## config.mk

```make
export PLATFORM = sky130hd
export DESIGN_NAME = lphm_hash
export DESIGN_NICKNAME = d
export VERILOG_FILES = /design/src/hdl/lphm_pkg.sv /design/src/hdl/lphm_hash.sv
export SDC_FILE = /design/constraint.sdc
export NUM_CORES = 1
export LEC_CHECK = 0
export ABC_AREA = 0
export BUFFER_PORTS_ARGS = -buffer_cell sky130_fd_sc_hd__buf_2
export CAP_MARGIN = 5
export CORE_ASPECT_RATIO = 1.4
export CORE_UTILIZATION = 69
export CTS_CLUSTER_DIAMETER = 60
export DETAILED_ROUTE_END_ITERATION = 10
export GPL_TIMING_DRIVEN = 1
export PLACE_DENSITY = 0.88
export REMOVE_ABC_BUFFERS = 1
export SYNTH_ARGS = -nofsm -noshare
export SYNTH_HDL_FRONTEND = slang
export SYNTH_SLANG_ARGS = --single-unit
```

## constraint.sdc

```tcl
create_clock -name i_clk -period 18.8 [get_ports i_clk]
set_input_delay 3.76 -clock i_clk [delete_from_list [all_inputs] [get_ports i_clk]]
set_output_delay 3.76 -clock i_clk [all_outputs]
set_load 0.005 [all_outputs]
```

## src/hdl/lphm_pkg.sv

```systemverilog
// Shared types, constants and helpers for the linear-probe hash map.
// No dependencies; every other file imports this package.
package lphm_pkg;

    localparam int CAPACITY  = 256;
    localparam int SLOT_W    = $clog2(CAPACITY + 1) - 1;
    localparam int SLOTS     = 1 << SLOT_W;
    localparam int KEY_W     = 64;
    localparam int VAL_W     = 12;
    localparam int STAT_W    = 3;
    localparam int CFG_W     = 4;
    localparam int HASH_SHIFT = 32;
    localparam int PROD_W    = HASH_SHIFT + SLOT_W;
    localparam int HALF_W    = (PROD_W + 1) / 2;

    localparam logic [KEY_W-1:0] FIB_MULT = 64'h9e3779b97f4a7c15;
    localparam logic [CFG_W-1:0] SIZE_RST = CFG_W'(8);

    typedef enum logic [STAT_W-1:0] {
        ST_INSERTED  = 3'd0,
        ST_DUPLICATE = 3'd1,
        ST_FULL      = 3'd2,
        ST_HIT       = 3'd3,
        ST_MISS      = 3'd4
    } t_status;

    typedef enum logic [0:0] {
        ACT_INSERT = 1'b0,
        ACT_LOOKUP = 1'b1
    } t_action;

    typedef enum logic [2:0] {
        S_IDLE,
        S_HASH,
        S_READ,
        S_CHECK,
        S_DONE
    } t_state;

    typedef struct packed {
        logic [KEY_W-1:0] key;
        logic [VAL_W-1:0] value;
    } t_entry;

    typedef struct packed {
        logic [SLOT_W-1:0] addr;
        logic              wr_en;
        t_entry            wr_data;
    } t_mem_req;

    typedef struct packed {
        logic   used;
        t_entry data;
    } t_mem_rsp;

    // probe mask from the size register; zero acts as one, large sizes saturate
    function automatic logic [SLOT_W-1:0] f_mask(input logic [CFG_W-1:0] size_log2);
        logic [CFG_W-1:0] s;
        s = size_log2;
        if (s == CFG_W'(0)) begin
            s = CFG_W'(1);
        end
        if (s > CFG_W'(SLOT_W)) begin
            s = CFG_W'(SLOT_W);
        end
        return SLOT_W'((SLOT_W'(1) << s) - SLOT_W'(1));
    endfunction

endpackage

```

## src/hdl/lphm_hash.sv

```systemverilog
// Two-stage Fibonacci hash: split partial products, then add and slice the home slot.
// Depends on lphm_pkg.
module lphm_hash import lphm_pkg::*; (
    input  logic              i_clk,
    input  logic              i_rst_n,
    input  logic              i_start,
    input  logic [KEY_W-1:0]  i_key,
    output logic              o_valid,
    output logic [SLOT_W-1:0] o_home
);

    logic [HALF_W-1:0]   k_lo, k_hi, c_lo, c_hi;
    logic [2*HALF_W-1:0] r_p0;
    logic [HALF_W-1:0]   r_p1, r_p2;
    logic [HALF_W-1:0]   mid_sum;
    logic [2*HALF_W-1:0] sum;
    logic                r_v1, r_v2;
    logic [SLOT_W-1:0]   r_home;

    assign k_lo = i_key[HALF_W-1:0];
    assign k_hi = i_key[2*HALF_W-1:HALF_W];
    assign c_lo = FIB_MULT[HALF_W-1:0];
    assign c_hi = FIB_MULT[2*HALF_W-1:HALF_W];

    assign mid_sum = r_p1 + r_p2;
    assign sum     = r_p0 + {mid_sum, {HALF_W{1'b0}}};

    always_ff @(posedge i_clk) begin
        if (!i_rst_n) begin
            r_v1 <= 1'b0;
            r_v2 <= 1'b0;
        end else begin
            r_v1 <= i_start;
            r_v2 <= r_v1;
        end
    end

    always_ff @(posedge i_clk) begin
        r_p0   <= (2*HALF_W)'(k_lo) * (2*HALF_W)'(c_lo);
        r_p1   <= HALF_W'(k_hi * c_lo);
        r_p2   <= HALF_W'(k_lo * c_hi);
        r_home <= sum[HASH_SHIFT +: SLOT_W];
    end

    assign o_valid = r_v2;
    assign o_home  = r_home;

endmodule

```

**Yosys cells after proc, flatten, opt, wreduce, memory -nomap -nowiden**

Cells that the tools add are included.

- Logic and storage cells: 11
- Register bits: 88
- Output and inout port bits: 9

- $mul: 3
- Add/subtract/negate cells: 2

Operators by type and width:

| cell | count |
|---|---|
| 40-bit adder | 1 |
| 20-bit by 20-bit multiplier with 40-bit output (second input constant) | 1 |
| 20-bit adder | 1 |
| 20-bit by 18-bit multiplier with 18-bit output (second input constant) | 1 |
| 20-bit by 20-bit multiplier with 20-bit output (second input constant) | 1 |

**Longest topological paths before layout**

- Depth in word-level cells: 2
- Depth in mapped cells: 23
- Mapped depth without buffers: 23

**Worst setup path after synthesis**

Ideal clock, no wire load.

- Path type: input-to-reg
- Start point: in i_key[10]
- End point: reg r_p0[39]
- Slack: 9.663 ns
- Arrival time: 9.065 ns
- Cell stages on the path: 21
- Library setup time: 0.072 ns
- Path through: inv_1 fa_1 inv_1 ha_1 inv_1 fa_1 fa_1 fa_1 inv_1 fa_1 ha_1 ha_1 a21o_1 a21o_1 a21o_1 a221o_1 a21oi_4 o31ai_2 a2111o_1 a31oi_1 xnor2_1

- Longest elaborated chain between the ends: 1

RTL lines:

| item | line | RTL |
|---|---|---|
| from (decl) | lphm_hash.sv:7 | `input logic [KEY_W-1:0] i_key,` |
| 20-bit by 20-bit multiplier with 40-bit output | lphm_hash.sv:39 | `r_p0 <= (2*HALF_W)'(k_lo) * (2*HALF_W)'(c_lo);` |
| to (signal assigned) | lphm_hash.sv:39 |  |
| to (decl) | lphm_hash.sv:13 | `logic [2*HALF_W-1:0] r_p0;` |

No other way between the ends.
A chain may end at the register's enable or synchronous reset.

**Final worst setup path**

- Start point: in i_key[4]
- End point: reg r_p0[34]

The elaborated chain is that of the path after synthesis.

==> impl_metrics.csv <==
group,metric,value,unit
synth,synth_top_flop_cell,"dfxtp_1",
worst_setup_path,crit_type,"input pin to register",
global_route,grt_start_max_net_pins,14,
global_route,grt_use_total,0.3421,
die,floorplan.rows,62,
synth,ys_ff_latch,68,
clock_network,cts_tree,"done",
cells_and_area,final_cell_mix,"ha_1 (381), inv_1 (363), fa_1 (218)",
timing,setup_viol,0,
place,port_buffers,51,
worst_setup_path,crit_family,"adder cells",
timing,min_period,9.966,ns
cells_and_area,layout-drive-gt1-share,0.04781,
place,gp_congestion,0.9814,
worst_setup_path,slowest_delay,0.53,ns
cells_and_area,final_common_cell,"ha_1",
clock_network,cts_setup_buffers,0,
routing,wirelength,34550,um
clock_network,clockRootBuffer,"clkbuf_16",
die,start_util,0.7048,
timing,worstMarginPinSlew,0.8963,ns
worst_setup_path,path_max_fanout,9,
synth,async_reset_ff_frac,0,
clock_network,clkLatencyLatePin,0.33,ns
cells_and_area,post-route-util,0.7490,
global_route,grt_pass1_wl,56520,um
routing,routedWlPerCell,19.85,um
worst_setup_path,cp-end-kind,"register",
synth,yosysUniqueCellTypes,49,
routing,wl_met3,1110,um
worst_setup_path,path_cells,"buf_2 > inv_1 > fa_1 > inv_1 > ha_1 > ha_1 > fa_1 > fa_1 > fa_1 > inv_1 > fa_1 > inv_1 > ha_1 > nand4_1 > nor4_1 > o41ai_1 > a31oi_1 > a21oi_4 > o2bb2ai_1 > o2111ai_1 > a21oi_1 > xnor2_1",
clock_network,cts_made_buffers,9,
clock_network,clkTransAtPathRegs,0.06,ns
worst_setup_path,crit_path_frequent_cell,"fa_1",
clock_network,clock_path_buffers,2,
die,die_area,21510,um^2
clock_network,cts_htree_levels,3,
die,die_w,124.2,um
routing,vias,10057,
worst_setup_path,crit_arrival,10.19,ns
worst_setup_path,worst_path_max_delay_cell,"fa_1",
clock_network,holdBufCountCts,0,
die,core-area,20480,um^2
clock_network,cts_resized,0,
clock_network,numClockSinks,68,
run,cap_viol_max_count,0,
timing,hold_viol_final,0,
timing,fin_worst_skew,0.003478,ns
global_route,grt_remaining_overflow,0,
place,dp_hpwl,30310,um
timing,clock.fmax,0.1003,GHz
timing,hold_ws,0.4382,ns
run_status,status,"completed",
routing,viasPerCell,5.777,
synth,yosys_warnings,0,
timing,maxSlewViolCount,0,
min_path,hp-class,"register to register",
synth,synth.cell_area,14430,um^2
routing,wl_met2,18920,um
die,fp.dieH,173.1,um
global_route,grt_pass1_vias,11474,
timing,period_share,0.5301,
routing,maxUsedRoutingLayer,"met4",
timing,slew_headroom,0.3947,
cells_and_area,syn2layout_area_growth,6.276,%
synth,syn_avg_cell_area,10.17,um^2
global_route,antenna_found_initial,0,
routing,wl_met1,11880,um
synth,synth_edf_count,0,
routing,first_pass_iters,5,
cells_and_area,insertedDiodeCount,0,
worst_setup_path,crit_required,19.02,ns
routing,drt-initial-drc-count,371,
synth,synthCells,1419,
worst_setup_path,cp_num_buf_inv,5,
worst_setup_path,worstSetupStartpointType,"input pin",
die,io_pins,76,
routing,drc_errors,0,
cells_and_area,nNetsFinal,2146,
timing,setup-tns-final,0,ns
timing,rsz0062_at_grt,"false",
synth,yosysSeqAreaShare,0.09431,
routing,ant_nets,0,
## per-stage QoR
step           setup slack, ns  instance area, um^2  instances
6_report                 8.834                15340       1741
5_1_grt                  8.606                15340       1741
4_1_cts                  8.918                15340       1741
3_5_place_dp             8.636                15010       1725
3_3_place_gp             8.748                15010       1725
2_1_floorplan            9.663                14430       1418
## final cells by class
class	instances	area [um^2]
timing repair buffer	51	255.2
fill	1403	5140
clock inverter	6	95.09
tap	256	320.3
clock buffer	10	239.0
sequential	68	1361
inverter	363	1363
multi-input combinational	987	11710
## final timing paths
| kind | from | to | slack [ns] | cells past startpoint |
|---|---|---|---|---|
| setup reg to reg | r_p0[0] | o_home[7] | 14.33 | 18 |
| hold / removal | r_v1 | o_valid | 0.44 | 1 |
| setup / recovery | i_key[4] | r_p0[34] | 8.83 | 22 |
| hold reg to reg | r_v1 | o_valid | 0.44 | 1 |
## state kept, by name, summed over array words and instances (netlist names)
| register | count |
|---|---|
| o_home | 8 |
| o_valid | 1 |
| r_p0 | 23 |
| r_p1 | 20 |
| r_p2 | 15 |
| r_v1 | 1 |
## Yosys cell counts, drive strengths merged, types with 4 or more instances
cell / n / area share
inv: 363 / 0.094
dfxtp: 68 / 0.094
o2111ai: 5 / 0.0030
xnor2: 83 / 0.050
o21ai: 23 / 0.0080
a31oi: 7 / 0.0030
fa: 218 / 0.30
a211o: 4 / 0.0024
or3: 4 / 0.0017
a21oi: 35 / 0.013
a21o: 21 / 0.011
o21bai: 6 / 0.0031
nand4: 5 / 0.0022
a211oi: 5 / 0.0026
nor2b: 5 / 0.0022
nand3: 17 / 0.0059
xor2: 20 / 0.012
nand2: 19 / 0.0049
ha: 381 / 0.33
nor2: 52 / 0.014
and2: 4 / 0.0017
nor3: 16 / 0.0055
o21a: 18 / 0.0094
## worst register-to-register path: cells and delay by family (launching register included)
| family | cells | cell delay (ns) |
|---|---|---|
| AO/OA/AOI/OAI | 7 | 1.83 |
| XOR/XNOR | 3 | 0.52 |
| adder cells (fa/ha/maj) | 3 | 1.01 |
| flip-flops | 1 | 0.31 |
| AND/OR/NAND/NOR | 5 | 0.68 |
## cell families after synthesis
logic type,after synthesis,synth area share
xor+xnor,103,0.06250
flops,68,0.09431
fa+ha+maj,599,0.6326
compound gates,153,0.07360
simple gates,132,0.04230
buf+inv,364,0.09466
## routing by layer
metal,vias to the layer above,GRT usage
met5,-,0
met4,0,0.2314
met3,121,0.03434
met2,258,0.6515
met1,4976,0.3467
li1,4702,-
Power is not shown: default switching activity piles up to over one toggle a cycle in this logic, so the estimate is an artifact.
