**src/hdl/lphm_pkg.sv**
```systemverilog
// Shared types, constants and helpers for the linear-probe hash map.
// No dependencies; every other file imports this package.
package lphm_pkg;

    localparam int CAPACITY  = 256;
    localparam int SLOT_W    = $clog2(CAPACITY + 1) - 1;
    localparam int SLOTS     = 1 << SLOT_W;
    localparam int KEY_W     = 64;
    localparam int VAL_W     = 12;
    localparam int STAT_W    = 3;
    localparam int CFG_W     = 4;
    localparam int HASH_SHIFT = 32;
    localparam int PROD_W    = HASH_SHIFT + SLOT_W;
    localparam int HALF_W    = (PROD_W + 1) / 2;

    localparam logic [KEY_W-1:0] FIB_MULT = 64'h9e3779b97f4a7c15;
    localparam logic [CFG_W-1:0] SIZE_RST = CFG_W'(8);

    typedef enum logic [STAT_W-1:0] {
        ST_INSERTED  = 3'd0,
        ST_DUPLICATE = 3'd1,
        ST_FULL      = 3'd2,
        ST_HIT       = 3'd3,
        ST_MISS      = 3'd4
    } t_status;

    typedef enum logic [0:0] {
        ACT_INSERT = 1'b0,
        ACT_LOOKUP = 1'b1
    } t_action;

    typedef enum logic [2:0] {
        S_IDLE,
        S_HASH,
        S_READ,
        S_CHECK,
        S_DONE
    } t_state;

    typedef struct packed {
        logic [KEY_W-1:0] key;
        logic [VAL_W-1:0] value;
    } t_entry;

    typedef struct packed {
        logic [SLOT_W-1:0] addr;
        logic              wr_en;
        t_entry            wr_data;
    } t_mem_req;

    typedef struct packed {
        logic   used;
        t_entry data;
    } t_mem_rsp;

    // probe mask from the size register; zero acts as one, large sizes saturate
    function automatic logic [SLOT_W-1:0] f_mask(input logic [CFG_W-1:0] size_log2);
        logic [CFG_W-1:0] s;
        s = size_log2;
        if (s == CFG_W'(0)) begin
            s = CFG_W'(1);
        end
        if (s > CFG_W'(SLOT_W)) begin
            s = CFG_W'(SLOT_W);
        end
        return SLOT_W'((SLOT_W'(1) << s) - SLOT_W'(1));
    endfunction

endpackage

```
**src/hdl/lphm_if.sv**
```systemverilog
// Valid/ready channel interfaces for request and result items.
// Depends on lphm_pkg.
interface lphm_in_if import lphm_pkg::*; ();
    logic             valid;
    logic             ready;
    logic             action;
    logic [KEY_W-1:0] key;
    logic [VAL_W-1:0] value;

    modport source (output valid, action, key, value, input ready);
    modport sink   (input valid, action, key, value, output ready);
endinterface

interface lphm_out_if import lphm_pkg::*; ();
    logic              valid;
    logic              ready;
    logic [STAT_W-1:0] status;
    logic [VAL_W-1:0]  value_out;

    modport source (output valid, status, value_out, input ready);
    modport sink   (input valid, status, value_out, output ready);
endinterface

```
**src/hdl/lphm_ctrl.sv**
```systemverilog
// Probe sequencer: walks slots from the home slot, decides the result, holds the output item.
// Depends on lphm_pkg and the channel interfaces.
module lphm_ctrl import lphm_pkg::*; (
    input  logic              i_clk,
    input  logic              i_rst_n,
    lphm_in_if.sink           i_in,
    lphm_out_if.source        o_out,
    input  logic [SLOT_W-1:0] i_mask,
    input  logic              i_hash_valid,
    input  logic [SLOT_W-1:0] i_hash_home,
    input  t_mem_rsp          i_rsp,
    output t_mem_req          o_req
);

    t_state            r_state, n_state;
    logic              r_action, n_action;
    logic [KEY_W-1:0]  r_key, n_key;
    logic [VAL_W-1:0]  r_value, n_value;
    logic [SLOT_W-1:0] r_idx, n_idx;
    logic [SLOT_W-1:0] r_probes, n_probes;
    t_status           r_res_status, n_res_status;
    logic [VAL_W-1:0]  r_res_vout, n_res_vout;
    logic              r_out_valid, n_out_valid;
    t_status           r_out_status, n_out_status;
    logic [VAL_W-1:0]  r_out_vout, n_out_vout;

    logic accept, lookup, match, last_probe, out_free;

    assign accept     = i_in.valid && (r_state == S_IDLE);
    assign lookup     = (r_action == ACT_LOOKUP);
    assign match      = i_rsp.used && (i_rsp.data.key == r_key);
    assign last_probe = (r_probes == i_mask);
    assign out_free   = !r_out_valid || o_out.ready;

    always_comb begin
        n_state = r_state;
        unique case (r_state)
            S_IDLE:  if (accept) n_state = S_HASH;
            S_HASH:  if (i_hash_valid) n_state = S_READ;
            S_READ:  n_state = S_CHECK;
            S_CHECK: begin
                if (!i_rsp.used || match || last_probe) begin
                    n_state = S_DONE;
                end else begin
                    n_state = S_READ;
                end
            end
            S_DONE:  if (out_free) n_state = S_IDLE;
            default: n_state = S_IDLE;
        endcase
    end

    always_comb begin
        n_action     = r_action;
        n_key        = r_key;
        n_value      = r_value;
        n_idx        = r_idx;
        n_probes     = r_probes;
        n_res_status = r_res_status;
        n_res_vout   = r_res_vout;
        n_out_valid  = r_out_valid && !o_out.ready;
        n_out_status = r_out_status;
        n_out_vout   = r_out_vout;
        o_req.addr         = r_idx;
        o_req.wr_en        = 1'b0;
        o_req.wr_data.key   = r_key;
        o_req.wr_data.value = r_value;
        unique case (r_state)
            S_IDLE: begin
                if (accept) begin
                    n_action = i_in.action;
                    n_key    = i_in.key;
                    n_value  = i_in.value;
                    n_probes = '0;
                end
            end
            S_HASH: begin
                if (i_hash_valid) begin
                    n_idx = i_hash_home & i_mask;
                end
            end
            S_READ: begin
            end
            S_CHECK: begin
                n_res_vout = '0;
                if (!i_rsp.used) begin
                    n_res_status = lookup ? ST_MISS : ST_INSERTED;
                    o_req.wr_en  = !lookup;
                end else if (match) begin
                    n_res_status = lookup ? ST_HIT : ST_DUPLICATE;
                    n_res_vout   = lookup ? i_rsp.data.value : '0;
                end else if (last_probe) begin
                    n_res_status = lookup ? ST_MISS : ST_FULL;
                end else begin
                    n_idx    = (r_idx + SLOT_W'(1)) & i_mask;
                    n_probes = r_probes + SLOT_W'(1);
                end
            end
            S_DONE: begin
                if (out_free) begin
                    n_out_valid  = 1'b1;
                    n_out_status = r_res_status;
                    n_out_vout   = r_res_vout;
                end
            end
            default: begin
            end
        endcase
    end

    always_ff @(posedge i_clk) begin
        if (!i_rst_n) begin
            r_state     <= S_IDLE;
            r_out_valid <= 1'b0;
        end else begin
            r_state     <= n_state;
            r_out_valid <= n_out_valid;
        end
    end

    always_ff @(posedge i_clk) begin
        r_action     <= n_action;
        r_key        <= n_key;
        r_value      <= n_value;
        r_idx        <= n_idx;
        r_probes     <= n_probes;
        r_res_status <= n_res_status;
        r_res_vout   <= n_res_vout;
        r_out_status <= n_out_status;
        r_out_vout   <= n_out_vout;
    end

    assign i_in.ready      = (r_state == S_IDLE);
    assign o_out.valid     = r_out_valid;
    assign o_out.status    = r_out_status;
    assign o_out.value_out = r_out_vout;

endmodule

```
**src/flat_wrapper.sv**
```systemverilog
// flat-port wrapper written by rule: the top's interface ports become plain ports
module lphm_ctrl_flat import lphm_pkg::*;
  (i_clk, i_rst_n, i_mask, i_hash_valid, i_hash_home, i_rsp, o_req, i_in_valid, i_in_action, i_in_key, i_in_value, i_in_ready, o_out_valid, o_out_status, o_out_value_out, o_out_ready);
  lphm_in_if i_in_i ();
  lphm_out_if o_out_i ();
  input  logic i_clk;
  input  logic i_rst_n;
  input  logic [SLOT_W-1:0] i_mask;
  input  logic i_hash_valid;
  input  logic [SLOT_W-1:0] i_hash_home;
  input  t_mem_rsp i_rsp;
  output t_mem_req o_req;
  input wire logic [$bits(i_in_i.valid)-1:0] i_in_valid;
  input wire logic [$bits(i_in_i.action)-1:0] i_in_action;
  input wire logic [$bits(i_in_i.key)-1:0] i_in_key;
  input wire logic [$bits(i_in_i.value)-1:0] i_in_value;
  output wire logic [$bits(i_in_i.ready)-1:0] i_in_ready;
  output wire logic [$bits(o_out_i.valid)-1:0] o_out_valid;
  output wire logic [$bits(o_out_i.status)-1:0] o_out_status;
  output wire logic [$bits(o_out_i.value_out)-1:0] o_out_value_out;
  input wire logic [$bits(o_out_i.ready)-1:0] o_out_ready;
  assign i_in_i.valid = i_in_valid;
  assign i_in_i.action = i_in_action;
  assign i_in_i.key = i_in_key;
  assign i_in_i.value = i_in_value;
  assign i_in_ready = i_in_i.ready;
  assign o_out_valid = o_out_i.valid;
  assign o_out_status = o_out_i.status;
  assign o_out_value_out = o_out_i.value_out;
  assign o_out_i.ready = o_out_ready;
  lphm_ctrl u_core (.i_clk(i_clk), .i_rst_n(i_rst_n), .i_in(i_in_i), .o_out(o_out_i), .i_mask(i_mask), .i_hash_valid(i_hash_valid), .i_hash_home(i_hash_home), .i_rsp(i_rsp), .o_req(o_req));
endmodule
```
**config.mk**
```make
export PLATFORM = sky130hd
export DESIGN_NAME = lphm_ctrl_flat
export DESIGN_NICKNAME = d
export VERILOG_FILES = /design/src/hdl/lphm_pkg.sv /design/src/hdl/lphm_if.sv /design/src/hdl/lphm_ctrl.sv /design/src/flat_wrapper.sv
export SDC_FILE = /design/constraint.sdc
export NUM_CORES = 1
export LEC_CHECK = 0
export ABC_AREA = 1
export BUFFER_PORTS_ARGS = -buffer_cell sky130_fd_sc_hd__buf_2
export CAP_MARGIN = 10
export CORE_ASPECT_RATIO = 1.2
export CORE_UTILIZATION = 47
export CTS_BUF_LIST = sky130_fd_sc_hd__clkbuf_4 sky130_fd_sc_hd__clkbuf_8 sky130_fd_sc_hd__clkbuf_16
export CTS_CLUSTER_DIAMETER = 120
export DETAILED_ROUTE_END_ITERATION = 16
export MAX_ROUTING_LAYER = met4
export PLACE_DENSITY = 0.81
export SYNTH_ARGS = -nofsm -noshare
export SYNTH_HDL_FRONTEND = slang
export SYNTH_SLANG_ARGS = --single-unit
```
**constraint.sdc**
```tcl
create_clock -name i_clk -period 6.6 [get_ports i_clk]
set_input_delay 1.98 -clock i_clk [delete_from_list [all_inputs] [get_ports i_clk]]
set_output_delay 1.98 -clock i_clk [all_outputs]
set_load 0.05 [all_outputs]
```
-- After elaboration in Yosys (flattened, before gate mapping)
Index checks and enable logic that the tools add are counted.
- muxes and demuxes: 25
- bitwise gates (word level): 2
- $add $sub $neg: 2
- reductions and logical operators: 20
- equal/unequal tests: 13
- operators by type and width (operator ; number):
    equality test 64 bit ; 1
    2-to-1 mux 8 bit ; 8
    case mux 8 bit (2 select lines) ; 2
    2-to-1 mux 3 bit ; 9
    adder 8 x 1 -> 8 bit, second input constant ; 2
    AND 8 bit ; 2
    case mux 3 bit (5 select lines) ; 1
    AND reduction 5 bit ; 2
    equality test 8 bit ; 1
    != test 2 bit, second input constant ; 4
    equality test 3 x 2 -> 1 bit, second input constant ; 2
    AND reduction 2 bit ; 3
    AND reduction 3 bit ; 2
    logical NOT 1 bit ; 4
    2-to-1 mux 1 bit ; 4
    != test 2 x 1 -> 1 bit, second input constant ; 2
    nonzero test 2 bit ; 2
    equality test 3 x 1 -> 1 bit, second input constant ; 1
    equality test 3 bit, second input constant ; 1
    logical AND 1 bit ; 3
    logical NOT 3 bit ; 1
    logical OR 1 bit ; 3
    != test 3 x 1 -> 1 bit, second input constant ; 1
    2-to-1 mux 2 bit ; 1
- word-level logic and storage cells: 73
- input port bits: 175
- register bits after elaboration: 127

-- Depth between registers and ports, before layout
Gate-level depths: netlist (run 1).
- depth after elaboration: 6
- gate-level depth with buffers: 14
- mapped depth without buffers: 13

-- Least setup slack after synthesis (run 1)
OpenSTA, ideal clock, no wires.
- path type: input-to-reg
- start point: input port i_in_valid
- end point: register u_core.r_action (netlist: u_core.lookup), enable pin
- stages: 2
- arrival time: 5221 ps
- library setup time: 513 ps
- path buffers: 0
- data required time: 6087 ps
- path slack: 866 ps
- cell sequence: inv_1 > nor2_1
- word-level cells in the longest chain between the ends: 2
- RTL lines (what ; RTL line ; source):
    start, declared ; flat_wrapper.sv:13 ; input wire logic [$bits(i_in_i.valid)-1:0] i_in_valid;
    logical AND 1 bit ; lphm_ctrl.sv:29 ; assign accept = i_in.valid && (r_state == S_IDLE);
    AND reduction 2 bit (no source line) ; -- ;
    end signal, assigned ; lphm_ctrl.sv:122 ; r_action <= n_action;
    end, declared ; lphm_ctrl.sv:16 ; logic r_action, n_action;
Every way passes these cells.
A chain may end at the register's enable or synchronous reset.

==> results of run 1 <==
-- sequential cells by signal (all words and copies together) (netlist names) --
register / flops
u_core.r_key: 64
u_core.lookup: 1
u_core.r_res_vout: 12
u_core.r_res_status: 3
u_core.o_out.valid: 1
u_core.o_out.value_out: 12
u_core.o_out.status: 3
u_core.r_state: 3
u_core.r_idx: 8
u_core.r_value: 12
u_core.r_probes: 8
-- final cells by class --
type,count,area [µm²],share of cell area (%)
clock buffers,17,425.4,5.258
clock inverters,15,170.2,2.103
inverters,136,510.5,6.310
multi-input cells,358,1605,19.84
flip-flops and latches,127,3774,46.64
well taps,161,201.4,2.490
repair buffers,279,1404,17.35
-- power groups by stage --
stage               combinational, mW  sequential, mW  clock, mW
finish                          0.513            1.04      0.936
global route                    0.556            1.05      0.989
CTS                             0.517            1.04      0.953
detailed placement              0.515            1.05          0
global placement                0.505            1.05          0
floorplan                       0.163            1.25          0
-- worst max-delay path, stage by stage --
cell and delay [ns]:
sky130_fd_sc_hd__buf_2 0.13, sky130_fd_sc_hd__nor3_1 0.17, sky130_fd_sc_hd__buf_2 0.29
-- cells by family after synthesis --
family                   count (synthesis)  share of synthesized area [%]
AO/OA/AOI/OAI                           22                          2.164
flip-flops                             127                          63.98
AND/OR/NAND/NOR                        311                          20.96
adder cells (fa/ha/maj)                  4                         0.8486
buffers and inverters                  139                          8.931
XOR/XNOR                                21                          3.118
-- stage by stage --
step | util (%) | worst slack (ns)
floorplan | - | 0.8659
global placement | 61.60 | 2.042
detailed placement | 61.60 | 2.052
CTS | 66.50 | 2.047
global route | 66.50 | 1.978
finish | 66.50 | 2.050
-- layer usage --
layer | GRT usage, % | part of all wire, % | vias to the layer above
met3 | 5.599 | 6.2 | 15
met2 | 40.55 | 54 | 192
li1 | - | - | 2521
met1 | 23.57 | 38 | 2155
met5 | - | 0 | -
met4 | 7.815 | 1.5 | 0
-- worst paths after layout --
path,from,to,slack [ns],depth (start not counted)
min reg2reg,u_core.r_res_vout[8]$_SDFFCE_PN0P_,u_core.o_out.value_out[8]$_DFFE_PP_,0.41,0
min,u_core.r_res_vout[8]$_SDFFCE_PN0P_,u_core.o_out.value_out[8]$_DFFE_PP_,0.41,0
max,i_rsp[76],o_req[76],2.05,3
max reg2reg,u_core.r_state[0]$_SDFFE_PN0P_,u_core.r_probes[5]$_SDFFCE_PN0P_,3.82,6
-- cell usage after synthesis, types with 2 or more instances --
cell	count	area, µm²
sky130_fd_sc_hd__nor2_4	2	22.52
sky130_fd_sc_hd__inv_1	136	510.5
sky130_fd_sc_hd__nand2_1	182	683.2
sky130_fd_sc_hd__xnor2_1	6	52.55
sky130_fd_sc_hd__nand4_1	3	18.77
sky130_fd_sc_hd__xor2_1	15	131.4
sky130_fd_sc_hd__edfxtp_1	123	3694
sky130_fd_sc_hd__or2_2	2	12.51
sky130_fd_sc_hd__nand3_1	9	45.04
sky130_fd_sc_hd__a21oi_1	7	35.03
sky130_fd_sc_hd__ha_1	4	50.05
sky130_fd_sc_hd__o21ai_0	9	45.04
sky130_fd_sc_hd__nor3_1	6	30.03
sky130_fd_sc_hd__nor2_1	100	375.4
sky130_fd_sc_hd__dfxtp_1	4	80.08
sky130_fd_sc_hd__nand2_2	2	12.51
==> flow_results.xml, run 1 <==
<?xml version="1.0" encoding="UTF-8"?>
<metrics>
  <group name="outcome">
    <metric name="status" unit="">finished, final reports clean</metric>
  </group>
  <group name="place">
    <metric name="place.gp.congestion" unit="">0.8413</metric>
    <metric name="buffer_ports.inserted" unit="">276</metric>
    <metric name="numPlacedInstances" unit="">1061</metric>
    <metric name="placed_area" unit="mm²">0.007495</metric>
    <metric name="detailedPlacementHpwl" unit="µm">10860</metric>
  </group>
  <group name="clock_network">
    <metric name="clock_latency_late_sink" unit="ns">0.41</metric>
    <metric name="cts_num_sinks" unit="">127</metric>
    <metric name="cts_post_setup_buffers_inserted" unit="">0</metric>
    <metric name="path_clk_slew" unit="ns">0.06</metric>
    <metric name="cts_hold_buf" unit="">0</metric>
    <metric name="cts_resized" unit="">0</metric>
    <metric name="ctsRootBufferMaster" unit="">sky130_fd_sc_hd__clkbuf_16</metric>
    <metric name="clk_path_buf_depth" unit="">2</metric>
    <metric name="tritoncts" unit="">yes</metric>
    <metric name="htree_num_levels" unit="">4</metric>
    <metric name="cts-buffers-inserted" unit="">17</metric>
  </group>
  <group name="power">
    <metric name="netSwitchingPower" unit="µW">794.7</metric>
    <metric name="design_power_total" unit="mW">2.488</metric>
    <metric name="total_leakage_power" unit="nW">4.218</metric>
    <metric name="internal_power" unit="mW">1.694</metric>
    <metric name="share_seq_of_total_power" unit="%">41.7</metric>
    <metric name="share_comb_of_total_power" unit="%">20.6</metric>
    <metric name="power-per-cell-area" unit="mW/mm²">307.6</metric>
    <metric name="ir_drop" unit="mV">0.1605</metric>
    <metric name="power.share.switching" unit="%">31.94</metric>
    <metric name="clock_share_of_power" unit="%">37.6</metric>
  </group>
  <group name="cells_and_area">
    <metric name="layout.cell_area.non_filler" unit="mm²">0.008090</metric>
    <metric name="layout_common_cells" unit="">sky130_fd_sc_hd__buf_2, sky130_fd_sc_hd__nand2_1, sky130_fd_sc_hd__inv_1</metric>
    <metric name="antenna-diode-count" unit="">0</metric>
    <metric name="synthToLayoutAreaGrowth" unit="%">37.17</metric>
    <metric name="final_layout_size_suffix_gt1_share" unit="%">34.44</metric>
    <metric name="stdcell_count" unit="">1093</metric>
    <metric name="final_common_cell" unit="">sky130_fd_sc_hd__buf_2</metric>
    <metric name="layout.nets" unit="">1098</metric>
    <metric name="nFillCells" unit="">991</metric>
  </group>
  <group name="grt">
    <metric name="antenna_found_initial" unit="">0</metric>
    <metric name="grt_first_pass_wirelength" unit="µm">21780</metric>
    <metric name="grt_pass1_vias" unit="">4735</metric>
    <metric name="grt_start_max_net_pins" unit="">38</metric>
    <metric name="global_route.usage.total" unit="%">22.46</metric>
    <metric name="grt_overflow_total" unit="">0</metric>
  </group>
  <group name="sta">
    <metric name="hold_slack_final" unit="ns">0.4114</metric>
    <metric name="tightest_slew" unit="ns">0.7814</metric>
    <metric name="grt_setup_unrepaired" unit="">false</metric>
    <metric name="report.final.slew_viol_count" unit="">0</metric>
    <metric name="max_freq" unit="MHz">219.8</metric>
    <metric name="min_period_over_period" unit="%">68.94</metric>
    <metric name="remaining_max_slew_budget_at_the_tightest_pin" unit="%">47.91</metric>
    <metric name="fin_tns_setup" unit="ns">0</metric>
    <metric name="hold_viol" unit="">0</metric>
    <metric name="timing.clock.skew" unit="ns">0.01141</metric>
    <metric name="finalCriticalPeriod" unit="ns">4.550</metric>
    <metric name="setup_violations" unit="">0</metric>
  </group>
  <group name="yosys">
    <metric name="postSynth.topFlopCell" unit="">sky130_fd_sc_hd__edfxtp_1</metric>
    <metric name="synth-seq-area-share" unit="%">63.98</metric>
    <metric name="mappedNetlistArea" unit="mm²">0.005898</metric>
    <metric name="synth-async-reset-ratio" unit="%">0</metric>
    <metric name="synth.yosys.warnings" unit="">0</metric>
    <metric name="synth_fp_nets" unit="">803</metric>
    <metric name="post_synth.cell_area_avg" unit="µm²">9.452</metric>
    <metric name="post_synth_inst_count" unit="">624</metric>
    <metric name="yosys.cell_types.count" unit="">30</metric>
    <metric name="yosys_register_bits" unit="">127</metric>
    <metric name="synth_enable_flop_cells" unit="">123</metric>
  </group>
  <group name="die">
    <metric name="dieArea" unit="mm²">0.01300</metric>
    <metric name="start_util" unit="%">48.48</metric>
    <metric name="die-height" unit="µm">124.7</metric>
    <metric name="coreArea" unit="mm²">0.01217</metric>
    <metric name="floorplan.rows" unit="">44</metric>
    <metric name="die_w" unit="µm">104.3</metric>
    <metric name="ioPinCount" unit="">277</metric>
  </group>
  <group name="worst_hold_path">
    <metric name="min_path_type" unit="">register to register</metric>
  </group>
  <group name="drt">
    <metric name="firstDrtPassIters" unit="">4</metric>
    <metric name="ant_nets" unit="">0</metric>
    <metric name="vias" unit="">4883</metric>
    <metric name="drc" unit="">0</metric>
    <metric name="detail_route.iter0.violations" unit="">201</metric>
    <metric name="total_routed_length" unit="µm">13800</metric>
    <metric name="route.detailed.wl_per_inst" unit="µm">12.62</metric>
    <metric name="via_per_inst" unit="">4.468</metric>
  </group>
  <group name="setup_path">
    <metric name="timing_worst_setup_path_type" unit="">primary input to output pin</metric>
    <metric name="end_kind" unit="">output pin</metric>
    <metric name="cp.required" unit="ns">4.62</metric>
    <metric name="startpoint_type" unit="">primary input</metric>
    <metric name="cp_data_arrival_time" unit="ns">2.57</metric>
    <metric name="critical_path.max_fanout" unit="">4</metric>
  </group>
  <group name="flow_run">
    <metric name="timing.max_cap.violations" unit="">0</metric>
  </group>
</metrics>
Power figures use the tool's default switching activity.
==> run 2, diff against run 1 <==
Settings changed: ABC_AREA 1 to 0, CORE_UTILIZATION 47 to 45, PLACE_DENSITY 0.81 to 0.8.
Clock period 6.6 ns to 4.67 ns, I/O delays scaled along.
==> run 2 against run 1 <==
  * Power increased by 31%
  * Routed wire length fell by 2.3%
  * Die area shrank 6.7%
  * Register-to-register slack got worse by 2.0 ns
  * Largest power group unchanged
==> flow_results.xml, run 2 <==
<?xml version="1.0" encoding="UTF-8"?>
<metrics>
  <group name="die">
    <metric name="dieArea" unit="mm²">0.01213</metric>
    <metric name="ioPinCount" unit="">277</metric>
    <metric name="die_w" unit="µm">100.7</metric>
    <metric name="start_util" unit="%">46.99</metric>
    <metric name="floorplan.rows" unit="">42</metric>
    <metric name="die-height" unit="µm">120.4</metric>
    <metric name="coreArea" unit="mm²">0.01119</metric>
  </group>
  <group name="yosys">
    <metric name="synth-seq-area-share" unit="%">71.74</metric>
    <metric name="synth.top_cell.area_share" unit="%">70.22</metric>
    <metric name="post_synth_main_area_contributors" unit="">sky130_fd_sc_hd__edfxtp_1, sky130_fd_sc_hd__xor2_1, sky130_fd_sc_hd__xnor2_1</metric>
    <metric name="synth-async-reset-ratio" unit="%">0</metric>
    <metric name="postSynth.topFlopCell" unit="">sky130_fd_sc_hd__edfxtp_1</metric>
    <metric name="post_synth.cell_area_avg" unit="µm²">15.70</metric>
    <metric name="mappedNetlistArea" unit="mm²">0.005260</metric>
    <metric name="post-synth-top-count-cell" unit="">sky130_fd_sc_hd__edfxtp_1</metric>
    <metric name="synth_area_leader_cell" unit="">sky130_fd_sc_hd__edfxtp_1</metric>
    <metric name="synth_fp_nets" unit="">514</metric>
    <metric name="post_synth_inst_count" unit="">335</metric>
    <metric name="synth.yosys.warnings" unit="">0</metric>
    <metric name="yosys.cell_types.count" unit="">35</metric>
    <metric name="synth_enable_flop_cells" unit="">123</metric>
    <metric name="yosys_register_bits" unit="">127</metric>
    <metric name="synth_top_cells_by_count" unit="">sky130_fd_sc_hd__edfxtp_1, sky130_fd_sc_hd__xor2_1, sky130_fd_sc_hd__nor4_1</metric>
  </group>
  <group name="clock_network">
    <metric name="htree_num_levels" unit="">4</metric>
    <metric name="cts_num_sinks" unit="">127</metric>
    <metric name="tritoncts" unit="">yes</metric>
    <metric name="cts_hold_buf" unit="">0</metric>
    <metric name="cts_resized" unit="">0</metric>
    <metric name="cts_post_setup_buffers_inserted" unit="">0</metric>
    <metric name="cts-buffers-inserted" unit="">17</metric>
    <metric name="path_clk_slew" unit="ns">0.06</metric>
    <metric name="clock_latency_late_sink" unit="ns">0.42</metric>
    <metric name="clk_path_buf_depth" unit="">2</metric>
    <metric name="ctsRootBufferMaster" unit="">sky130_fd_sc_hd__clkbuf_16</metric>
  </group>
  <group name="grt">
    <metric name="global_route.usage.total" unit="%">23.39</metric>
    <metric name="grt_overflow_total" unit="">0</metric>
    <metric name="antenna_found_initial" unit="">0</metric>
    <metric name="grt_pass1_vias" unit="">3930</metric>
    <metric name="grt_first_pass_wirelength" unit="µm">19950</metric>
    <metric name="grt_start_max_net_pins" unit="">53</metric>
  </group>
  <group name="setup_path">
    <metric name="cp_data_arrival_time" unit="ns">2.05</metric>
    <metric name="end_kind" unit="">output pin</metric>
    <metric name="timing_worst_setup_path_type" unit="">primary input to output pin</metric>
    <metric name="startpoint_type" unit="">primary input</metric>
    <metric name="cp.required" unit="ns">3.27</metric>
    <metric name="critical_path.max_fanout" unit="">9</metric>
  </group>
  <group name="cells_and_area">
    <metric name="largest_register_ff_count" unit="">64</metric>
    <metric name="antenna-diode-count" unit="">0</metric>
    <metric name="final_common_cell" unit="">sky130_fd_sc_hd__buf_2</metric>
    <metric name="largest-register" unit="">u_core.r_key</metric>
    <metric name="synthToLayoutAreaGrowth" unit="%">41.32</metric>
    <metric name="layout_common_cells" unit="">sky130_fd_sc_hd__buf_2, sky130_fd_sc_hd__edfxtp_1, sky130_fd_sc_hd__xor2_1</metric>
    <metric name="layout.nets" unit="">804</metric>
    <metric name="final_layout_size_suffix_gt1_share" unit="%">49.37</metric>
  </group>
  <group name="drt">
    <metric name="firstDrtPassIters" unit="">4</metric>
    <metric name="vias" unit="">3888</metric>
    <metric name="ant_nets" unit="">0</metric>
    <metric name="drc" unit="">0</metric>
    <metric name="detail_route.iter0.violations" unit="">237</metric>
    <metric name="route.detailed.wl_per_inst" unit="µm">17.02</metric>
    <metric name="via_per_inst" unit="">4.909</metric>
    <metric name="total_routed_length" unit="µm">13480</metric>
  </group>
  <group name="sta">
    <metric name="max_freq" unit="MHz">290.1</metric>
    <metric name="setup_violations" unit="">0</metric>
    <metric name="grt_setup_unrepaired" unit="">false</metric>
    <metric name="fin_tns_setup" unit="ns">0</metric>
    <metric name="min_period_over_period" unit="%">73.81</metric>
    <metric name="finalCriticalPeriod" unit="ns">3.447</metric>
    <metric name="hold_viol" unit="">0</metric>
    <metric name="remaining_max_slew_budget_at_the_tightest_pin" unit="%">41.04</metric>
    <metric name="report.final.slew_viol_count" unit="">0</metric>
    <metric name="timing.clock.skew" unit="ns">0.009592</metric>
    <metric name="tightest_slew" unit="ns">0.8802</metric>
  </group>
  <group name="place">
    <metric name="detailedPlacementHpwl" unit="µm">10610</metric>
    <metric name="place.gp.congestion" unit="">0.9109</metric>
    <metric name="buffer_ports.inserted" unit="">276</metric>
  </group>
  <group name="flow_run">
    <metric name="timing.max_cap.violations" unit="">0</metric>
  </group>
  <group name="power">
    <metric name="design_power_total" unit="mW">3.268</metric>
    <metric name="power-per-cell-area" unit="mW/mm²">439.7</metric>
    <metric name="total_leakage_power" unit="nW">3.240</metric>
    <metric name="ir_drop" unit="mV">0.3423</metric>
  </group>
  <group name="outcome">
    <metric name="status" unit="">finished, final reports clean</metric>
  </group>
  <group name="worst_hold_path">
    <metric name="min_path_type" unit="">register to register</metric>
  </group>
</metrics>
run 2: logic make-up (layout without fill, tap and decap cells):
family / after synthesis / after routing / synth area share [%]
mux: 1 / 1 / 0.2141
buf+inv: 9 / 312 / 0.6660
flops: 127 / 127 / 71.74
simple gates: 86 / 86 / 9.134
xor+xnor: 84 / 84 / 13.99
compound gates: 24 / 24 / 3.306
fa+ha+maj: 4 / 4 / 0.9515
run 2: final cells by class:
cell class	instances	area (µm²)
timing repair buffer	277	1389
inverter	3	11.26
fill	837	3760
multi-input combinational	199	1454
sequential	127	3774
clock inverter	14	180.2
clock buffer	18	432.9
tap	154	192.7
run 2: power breakdown:
| part | switching [mW] | internal (mW) | total (mW) |
|---|---|---|---|
| clock network | 0.512 | 0.855 | 1.37 |
| registers | 0.0540 | 1.34 | 1.40 |
| logic | 0.354 | 0.149 | 0.504 |
| total | 0.921 | 2.35 | 3.27 |
run 2: layer usage:
metal | GRT usage [%] | up-vias | part of all wire, %
li1 | - | 1821 | -
met1 | 24.61 | 1828 | 37
met2 | 39.68 | 209 | 52
met3 | 6.879 | 30 | 7.4
met4 | 11.96 | 0 | 3.0
met5 | - | - | 0
run 2: critical path, cell delays in order:
cell	delay (ns)
sky130_fd_sc_hd__buf_2	0.14
sky130_fd_sc_hd__nor3_1	0.19
sky130_fd_sc_hd__buf_2	0.30
run 2: worst paths after layout:
kind	from	depth (start not counted)	to	slack, ns
worst max-delay path	i_rsp[76]	3	o_req[76]	1.22
worst min-delay path	u_core.r_res_vout[0]$_SDFFCE_PN0P_	0	u_core.o_out.value_out[0]$_DFFE_PP_	0.42
worst max register to register	u_core.r_state[2]$_SDFFE_PN0P_	3	u_core.r_probes[6]$_SDFFCE_PN0P_	1.81
worst min register to register	u_core.r_res_vout[0]$_SDFFCE_PN0P_	0	u_core.o_out.value_out[0]$_DFFE_PP_	0.42
run 2: per-stage QoR:
step                util (%)  cell area, µm²  instances  setup slack [ns]  hold slack, ns
floorplan                  -            5260        335           0.07964          0.4003
global placement       60.93            6820        760            0.8987          0.4025
detailed placement     60.93            6820        760            0.8528          0.4062
CTS                    66.41            7433        792             1.219          0.4205
global route           66.41            7433        792             1.142          0.4237
finish                 66.41            7433        792             1.223          0.4193
